## config.mk

```make
export PLATFORM = sky130hd
export DESIGN_NAME = ngps_dist
export DESIGN_NICKNAME = d
export VERILOG_FILES = /design/src/ngps_pkg.sv /design/src/ngps_dist.sv
export SDC_FILE = /design/constraint.sdc
export NUM_CORES = 1
export LEC_CHECK = 0
export ABC_AREA = 1
export BUFFER_PORTS_ARGS = -buffer_cell sky130_fd_sc_hd__buf_4
export CAP_MARGIN = 20
export CORE_UTILIZATION = 60
export CTS_CLUSTER_DIAMETER = 60
export DETAILED_ROUTE_END_ITERATION = 8
export GPL_ROUTABILITY_DRIVEN = 1
export PLACE_DENSITY = 0.85
export SYNTH_ARGS = -nofsm -noshare
export SYNTH_HDL_FRONTEND = slang
export SYNTH_SLANG_ARGS = --single-unit
```

## constraint.sdc

```tcl
create_clock -name clk -period 8.8 [get_ports clk]
set_input_delay 1.76 -clock clk [delete_from_list [all_inputs] [get_ports clk]]
set_output_delay 1.76 -clock clk [all_outputs]
set_load 0.01 [all_outputs]
```

## src/ngps_pkg.sv

```systemverilog
`timescale 1ns / 1ps

package ngps_pkg;

    localparam int COUNT_W = 9;
    localparam int COORD_W = 16;
    localparam int SQ_W    = 32;
    localparam int DIST_W  = 33;
    localparam int WORD_W  = 32;

    localparam logic KIND_WRITE = 1'b0;
    localparam logic KIND_QUERY = 1'b1;

    typedef struct packed {
        logic                       kind;
        logic [7:0]                 entry_index;
        logic signed [COORD_W-1:0]  point_x;
        logic signed [COORD_W-1:0]  point_y;
    } in_item_t;

    typedef struct packed {
        logic [7:0]         best_index;
        logic [DIST_W-1:0]  best_distance_sq;
        logic               found;
    } out_item_t;

    // status of the distance pipeline back to the scan control
    typedef struct packed {
        logic               busy;
        logic               have;
        logic [DIST_W-1:0]  best_d;
    } dist_status_t;

endpackage

```

## src/ngps_dist.sv

```systemverilog
`timescale 1ns / 1ps

module ngps_dist #(
    parameter int ADDR_W = 8
) (
    input  logic                               clk,
    input  logic                               rst_n,
    input  logic                               clear,
    input  logic                               issue_valid,
    input  logic [ADDR_W-1:0]                  issue_index,
    input  logic [ngps_pkg::WORD_W-1:0]        rd_data,
    input  logic signed [ngps_pkg::COORD_W-1:0] qx,
    input  logic signed [ngps_pkg::COORD_W-1:0] qy,
    output ngps_pkg::dist_status_t             status,
    output logic [ADDR_W-1:0]                  best_index
);

    // stage a: ram data lines up with this
    logic                        a_valid_reg;
    logic [ADDR_W-1:0]           a_idx_reg;
    // stage b: squared differences
    logic                        b_valid_reg;
    logic [ADDR_W-1:0]           b_idx_reg;
    logic [ngps_pkg::SQ_W-1:0]   b_sqx_reg;
    logic [ngps_pkg::SQ_W-1:0]   b_sqy_reg;
    // running best
    logic                        have_reg;
    logic                        have_next;
    logic [ADDR_W-1:0]           best_idx_reg;
    logic [ADDR_W-1:0]           best_idx_next;
    logic [ngps_pkg::DIST_W-1:0] best_d_reg;
    logic [ngps_pkg::DIST_W-1:0] best_d_next;

    logic signed [ngps_pkg::COORD_W:0]     dx;
    logic signed [ngps_pkg::COORD_W:0]     dy;
    logic signed [2*ngps_pkg::COORD_W+1:0] px2;
    logic signed [2*ngps_pkg::COORD_W+1:0] py2;
    logic [ngps_pkg::DIST_W-1:0]           d_sum;
    logic                                  take;

    always_comb
    begin
        dx  = $signed({rd_data[15], rd_data[15:0]}) - $signed({qx[15], qx});
        dy  = $signed({rd_data[31], rd_data[31:16]}) - $signed({qy[15], qy});
        px2 = dx * dx;
        py2 = dy * dy;
    end

    always_ff @(posedge clk or negedge rst_n)
    begin
        if (!rst_n)
        begin
            a_valid_reg <= 1'b0;
            b_valid_reg <= 1'b0;
        end
        else
        begin
            a_valid_reg <= issue_valid;
            b_valid_reg <= a_valid_reg;
        end
    end

    always_ff @(posedge clk)
    begin
        a_idx_reg <= issue_index;
        b_idx_reg <= a_idx_reg;
        b_sqx_reg <= px2[ngps_pkg::SQ_W-1:0];
        b_sqy_reg <= py2[ngps_pkg::SQ_W-1:0];
    end

    // strict less-than keeps the lowest index on ties
    always_comb
    begin
        d_sum         = {1'b0, b_sqx_reg} + {1'b0, b_sqy_reg};
        take          = b_valid_reg && (!have_reg || (d_sum < best_d_reg));
        have_next     = have_reg;
        best_idx_next = best_idx_reg;
        best_d_next   = best_d_reg;
        if (clear)
        begin
            have_next = 1'b0;
        end
        else if (take)
        begin
            have_next     = 1'b1;
            best_idx_next = b_idx_reg;
            best_d_next   = d_sum;
        end
    end

    always_ff @(posedge clk or negedge rst_n)
    begin
        if (!rst_n)
        begin
            have_reg <= 1'b0;
        end
        else
        begin
            have_reg <= have_next;
        end
    end

    always_ff @(posedge clk)
    begin
        best_idx_reg <= best_idx_next;
        best_d_reg   <= best_d_next;
    end

    always_comb
    begin
        status.busy   = a_valid_reg || b_valid_reg;
        status.have   = have_reg;
        status.best_d = best_d_reg;
        best_index    = best_idx_reg;
    end

endmodule

```

After elaboration in Yosys (flattened, before gate mapping)
Cells that the tools add are included.

cells by class
  add/sub/neg operators = 3
  multipliers = 2
  order comparisons = 1
  muxes and demuxes = 2
  bitwise logic cells = 1
  reduce and logical (&&, ||, !) cells = 6

operator list
  cell                                            number
  17-bit by 17-bit multiplier with 32-bit output  2
  16-bit by 16-bit subtractor with 17-bit output  2
  32-bit by 32-bit adder with 33-bit output       1
  33-bit less-than comparator                     1
  1-bit logical OR                                2
  1-bit two-way mux                               2
  2-bit AND reduction                             1
  2-bit nonzero test                              1
  1-bit logical AND                               1
  1-bit zero test                                 1
  1-bit NOT                                       1

storage, ports and cells
  bits in registers = 124
  input port bits = 76
  output and inout port bits = 43
  logic and storage cells = 24

Depth between registers and ports, before layout
Gate-level depths: netlist of the first run.

  depth in word-level cells = 6
  gate-level depth with buffers = 42
  depth with buffers taken out = 41

Least setup slack after synthesis of the first run
OpenSTA, ideal clock, no wires.

  path kind = input-to-reg
  start point = in rd_data[16] (netlist name)
  end point = reg b_sqy_reg[31] (netlist name)
  setup time = 112 ps
  data arrival time = 7,969 ps
  required time = 8,688 ps
  slack = 719 ps
  stages on the path = 31
  buffers on the path = 1
  path through = inv_1 > ha_1 > fa_1 > inv_1 > nand3_1 > nand2_1 > nand2_1 > nand2_2 > nand3_1 > nand2_1 > nand2_1 > nand2_1 > buf_2 > nor2_1 > fa_1 > inv_1 > fa_1 > inv_1 > fa_1 > fa_1 > fa_1 > fa_1 > ha_1 > a21o_1 > o21bai_1 > a21oi_1 > o21ai_0 > nor2_1 > inv_1 > nand2_1 > nand2_1

on the way
  word-level cells in the longest chain between the ends = 2

ends and longest elaborated chain
  item                                            line             RTL
  start, declared                                 ngps_dist.sv:11  input logic [ngps_pkg::WORD_W-1:0] rd_data,
  16-bit by 16-bit subtractor with 17-bit output  ngps_dist.sv:44  dy = $signed({rd_data[31], rd_data[31:16]}) - $signed({qy[15], qy});
  17-bit by 17-bit multiplier with 32-bit output  ngps_dist.sv:46  py2 = dy * dy;
  net py2, one bit                                ngps_dist.sv:37  logic signed [2*ngps_pkg::COORD_W+1:0] py2;
  end signal, assigned                            ngps_dist.sv:68  b_sqy_reg <= py2[ngps_pkg::SQ_W-1:0];
  end, declared                                   ngps_dist.sv:25  logic [ngps_pkg::SQ_W-1:0] b_sqy_reg;

The timed path passes the listed nets, and every way through them passes these cells.
A chain may end at the register's enable or synchronous reset.

Final worst setup path of the first run
  start point = in qx[2] (netlist name)
  end point = reg b_sqx_reg[27] (netlist name)

on the way
  word-level cells in the longest chain between the ends = 2

ends and longest elaborated chain
  item                                            line             RTL
  start, declared                                 ngps_dist.sv:12  input logic signed [ngps_pkg::COORD_W-1:0] qx,
  16-bit by 16-bit subtractor with 17-bit output  ngps_dist.sv:43  dx = $signed({rd_data[15], rd_data[15:0]}) - $signed({qx[15], qx});
  17-bit by 17-bit multiplier with 32-bit output  ngps_dist.sv:45  px2 = dx * dx;
  net px2, one bit                                ngps_dist.sv:36  logic signed [2*ngps_pkg::COORD_W+1:0] px2;
  end signal, assigned                            ngps_dist.sv:67  b_sqx_reg <= px2[ngps_pkg::SQ_W-1:0];
  end, declared                                   ngps_dist.sv:24  logic [ngps_pkg::SQ_W-1:0] b_sqx_reg;

The timed path passes the listed nets, and every way through them passes these cells.

==> results of run 1 <==
-- per-layer routing --
| metal | share of wire | GRT usage | up-vias |
|---|---|---|---|
| li1 | - | - | 9672 |
| met1 | 0.40 | 0.386 | 10100 |
| met2 | 0.49 | 0.503 | 813 |
| met3 | 0.084 | 0.0479 | 133 |
| met4 | 0.024 | 0.0827 | 0 |
| met5 | 0 | 0 | - |
-- cells in the mapped netlist (all sizes together), types with 24 or more instances --
| library cell | number | area (µm²) |
|---|---|---|
| a21oi | 153 | 785 |
| dfxtp | 78 | 1560 |
| edfxtp | 41 | 1230 |
| fa | 518 | 10400 |
| ha | 251 | 3140 |
| inv | 859 | 3230 |
| nand2 | 476 | 1800 |
| nand3 | 86 | 440 |
| nand4 | 24 | 150 |
| nor2 | 323 | 1240 |
| o21ai | 69 | 345 |
| xnor2 | 34 | 324 |
| xor2 | 76 | 771 |
-- cell type report --
| class | count | area share |
|---|---|---|
| Clock buffer | 19 | 0.0150 |
| Multi-Input combinational cell | 2103 | 0.694 |
| Timing Repair Buffer | 192 | 0.0504 |
| Clock inverter | 13 | 0.00416 |
| Tap cell | 585 | 0.0254 |
| Antenna cell | 1 | 0.0000867 |
| Sequential cell | 122 | 0.0994 |
| Inverter | 860 | 0.112 |
-- final timing paths --
path                                            from                        to  cells past startpoint  slack (ps)
worst max register to register  b_sqy_reg[3]$_DFF_P_  best_d_reg[32]$_DFFE_PP_                     19        4610
worst min register to register  a_idx_reg[4]$_DFF_P_      b_idx_reg[4]$_DFF_P_                      0         320
worst min-delay path            a_idx_reg[4]$_DFF_P_      b_idx_reg[4]$_DFF_P_                      0         320
min in group asynchronous                      rst_n      have_reg$_DFFE_PN0P_                      1        1110
max in group asynchronous                      rst_n     b_valid_reg$_DFF_PN0_                      1        7600
worst max-delay path                           qx[2]     b_sqx_reg[27]$_DFF_P_                     29         390
-- layout by cell type, fill, tap and decap left out, types with 8 or more instances in the layout --
| cell | netlist | final |
|---|---|---|
| a21o_1 | 14 | 14 |
| a21oi_1 | 150 | 150 |
| a31oi_1 | 8 | 8 |
| buf_4 | 5 | 191 |
| clkbuf_16 | 0 | 17 |
| dfxtp_1 | 78 | 78 |
| edfxtp_1 | 41 | 41 |
| fa_1 | 518 | 518 |
| ha_1 | 251 | 251 |
| inv_1 | 842 | 842 |
| inv_2 | 16 | 16 |
| nand2_1 | 469 | 469 |
| nand3_1 | 84 | 84 |
| nand4_1 | 24 | 24 |
| nor2_1 | 316 | 315 |
| nor3_1 | 15 | 15 |
| o21ai_0 | 68 | 68 |
| o21bai_1 | 12 | 12 |
| xnor2_1 | 32 | 32 |
| xor2_1 | 68 | 68 |
-- worst register-to-register path: cells and delay by family, from the launching register on --
| kind | cells | cell delay, ps |
|---|---|---|
| flops | 1 | 330 |
| buf+inv | 1 | 250 |
| simple gates | 8 | 980 |
| compound gates | 8 | 1690 |
| fa+ha+maj | 2 | 630 |
-- cell families after synthesis --
kind of cell,count (synthesis),share of synthesized area
compound gates,278,0.0588
simple gates,946,0.147
buf+inv,898,0.130
flops,122,0.109
fa+ha+maj,769,0.514
xor+xnor,110,0.0416
-- metrics by stage --
step / utilization / setup slack (ps) / hold slack, ps / instances
after floorplan: - / 719 / 310 / 3123
after global placement: 0.655 / 39.2 / 310 / 3857
after detailed placement: 0.655 / -10.9 / 313 / 3857
after CTS: 0.667 / 401 / 327 / 3889
after global routing: 0.668 / 25.2 / 329 / 3894
final: 0.669 / 389 / 325 / 3895
==> results.cfg, run 1 <==
[run_status]
status = completed

[die]
fp.dieW_um = 211
ios = 119
die_h_um = 211
die_area_um2 = 44700
initial_core_util = 0.609
coreArea_um2 = 43200
row_count = 76

[yosys]
synth_edf_count = 41
synthCells = 3123
netlist_area_um2 = 26300
yosys_warnings = 0
ys_ff_latch = 122
syn_avg_cell_area_um2 = 8.42
seq_area_frac_synth = 0.109
synth_top_flop_cell = dfxtp_1
ys_types = 51
async_reset_ff_frac = 0.0246
synth_fp_nets = 3968

[cells_and_area]
fin_nets = 4141
num-fill-cells = 3452
design_area_um2 = 28900
drive_gt1_frac = 0.0834
multiInputGateArea_um2 = 20000
syn_to_final_growth_pct = 9.73
largest_reg_flops = 33
ff_latch_area_um2 = 2870

[setup_path]
crit_required_ps = 9140
crit_top_cell = inv_1
critPathBufInv = 8
slowest_delay_ps = 550
start_kind = input pin
worstPathArrival_ps = 8750
critPathTopFamily = adder cells
cp_max_fo = 8
crit_slowest_cell = fa_1
cp-end-kind = flip-flop
crit_type = input pin to flip-flop

[clock_network]
htreeDepth = 4
cts_sinks = 122
clk_pin_slew_worst_paths_ps = 60
tritoncts = yes
holdBufCountCts = 0
cts_root_buf = clkbuf_16
cts_setup_buffers = 0
cts.path.max_buffers = 2
numCtsBuffers = 17
cts_resized = 0
clock_latency_ps = 430

[detailed_routing]
via_count = 20700
routed_via_density = 5.32
wirelength_mm = 61.7
drt-pass1-iter-count = 5
drc_errors = 0
antenna_left = 0
wl_per_cell_um = 15.8
drt_iter0_markers = 1471

[sta]
finClkSkew_ps = 8.47
max_freq_mhz = 119
relSlewSlack = 0.450
fin_crit_sh = 0.956
min_period_ps = 8410
worst_slew_pin_slew_ps = 823
fin_setup_tns_ps = 0
finalSetupViolations = 0
rsz0062_at_grt = false
finalMaxSlewViolations = 0
hold_viol = 0

[global_route]
grt_first_pass_wirelength_mm = 104
grt_max_degree = 42
grt_overflow_total = 0
antenna_found_initial = 0
grt_pass1_vias = 21900
grt_usage = 0.294

[placed_design]
port_buffers = 118
hpwlAfterDp_mm = 54.3
gp_congestion = 0.989
dpl_cell_area_um2 = 28300

[worst_hold_path]
hp-class = flip-flop to flip-flop

[job]
cap_violations = 0
Power of run 1 is left out: the tool's default activity adds up to more than one toggle a clock period on the data nets, which glitch-free logic cannot reach.
==> run 2: changes to the inputs <==
==> constraint.sdc (replaced) <==
create_clock -name clk -period 8.8 [get_ports clk]
set_input_delay 1.32 -clock clk [delete_from_list [all_inputs] [get_ports clk]]
set_output_delay 1.32 -clock clk [all_outputs]
set_load 0.01 [all_outputs]
==> run 2 against run 1 <==
Compared with the run above: core utilization down 0.38 points; highest routed layer unchanged; largest cell class unchanged; sequential share of layout area up 0.056 points; critical endpoint is now b_sqy_reg[24]$_DFF_P_; maximum frequency is 3.1% higher; via count is 0.86% lower; final cell count fell by 0.85%; critical path depth up 4; setup slack better by 260 ps; non-clock buffer count fell by 32; die area is the same.
==> results.cfg, run 2 (synthesis results as in run 1) <==
[detailed_routing]
antenna_left = 0
via_count = 20600
drc_errors = 0
wl_per_cell_um = 15.7
drt_iter0_markers = 1686
routed_via_density = 5.32
drt-pass1-iter-count = 6
wirelength_mm = 60.6

[cells_and_area]
largest_reg_flops = 33
fin_nets = 4109
drive_gt1_frac = 0.0754
num-fill-cells = 3445
antenna_cells = 0
syn_to_final_growth_pct = 9.11
fin_cells = 3862
layout_commonest_cell = inv_1
final_cell_mix = 842 x inv_1, 518 x fa_1, 469 x nand2_1

[job]
cap_violations = 0

[setup_path]
start_kind = input pin
crit_type = input pin to flip-flop
worstPathArrival_ps = 8470
cp-end-kind = flip-flop
cp_max_fo = 10
crit_required_ps = 9110
slowest_delay_ps = 540
crit_slowest_cell = fa_1

[sta]
hold_viol = 0
holdWs_ps = 326
fin_setup_tns_ps = 0
worst_slew_pin_slew_ps = 821
finalMaxSlewViolations = 0
rsz0062_at_grt = false
relSlewSlack = 0.447
finalSetupViolations = 0
finClkSkew_ps = 14.5
min_period_ps = 8160
max_freq_mhz = 123
fin_crit_sh = 0.927

[die]
row_count = 76
ios = 119
die_area_um2 = 44700
coreArea_um2 = 43200
fp.dieW_um = 211
die_h_um = 211
initial_core_util = 0.609

[global_route]
grt_pass1_vias = 21600
grt_usage = 0.289
antenna_found_initial = 1
grt_max_degree = 42
grt_first_pass_wirelength_mm = 102
grt_overflow_total = 0

[worst_hold_path]
hp-class = flip-flop to flip-flop

[clock_network]
htreeDepth = 4
holdBufCountCts = 0
cts_setup_buffers = 0
tritoncts = yes
numCtsBuffers = 17
clock_latency_ps = 430
clk_pin_slew_worst_paths_ps = 60
cts_sinks = 122
cts.path.max_buffers = 2
cts_resized = 0
cts_root_buf = clkbuf_16

[placed_design]
gp_congestion = 0.961
port_buffers = 118
placedCellCount = 3829
hpwlAfterDp_mm = 51.9

[run_status]
status = completed
[run 2: critical path: cells and delay by family]
kind | cells | cell delay (ps)
compound gates | 2 | 510
xor+xnor | 1 | 350
fa+ha+maj | 9 | 4000
buf+inv | 8 | 600
simple gates | 13 | 1700
[run 2: layer usage]
metal	vias up	track usage	wire (µm)
li1	9602	-	-
met1	9975	0.391	25000
met2	845	0.482	29200
met3	139	0.0463	4900
met4	0	0.0822	1620
met5	-	0	0
[run 2: worst paths after layout]
check | from | slack (ps) | cells after the start | to
setup / recovery | rd_data[16] | 640 | 33 | b_sqy_reg[24]$_DFF_P_
hold / removal | a_idx_reg[4]$_DFF_P_ | 330 | 0 | b_idx_reg[4]$_DFF_P_
setup reg to reg | b_sqx_reg[6]$_DFF_P_ | 4400 | 20 | best_d_reg[8]$_DFFE_PP_
hold reg to reg | a_idx_reg[4]$_DFF_P_ | 330 | 0 | b_idx_reg[4]$_DFF_P_
max in group asynchronous | rst_n | 8030 | 1 | b_valid_reg$_DFF_PN0_
min in group asynchronous | rst_n | 670 | 1 | a_valid_reg$_DFF_PN0_
[run 2: final cells by class]
cell class	count	area, µm²	share of cell area
clock buffers	19	454	0.0158
repair buffers	160	1210	0.0423
inverters	860	3230	0.113
multi-input cells	2103	20000	0.698
flip-flops and latches	122	2870	0.0999
clock inverters	13	179	0.00623
well taps	585	732	0.0255
[run 2: stage by stage]
| stage | cell area (µm²) | setup slack [ps] | utilization |
|---|---|---|---|
| floorplan | 26300 | 1160 | - |
| CTS | 28700 | 775 | 0.664 |
| global route | 28700 | 257 | 0.665 |
| global placement | 28000 | 448 | 0.650 |
| finish | 28700 | 645 | 0.665 |
| detailed placement | 28000 | 364 | 0.650 |
Power of run 2 is left out for the same reason.
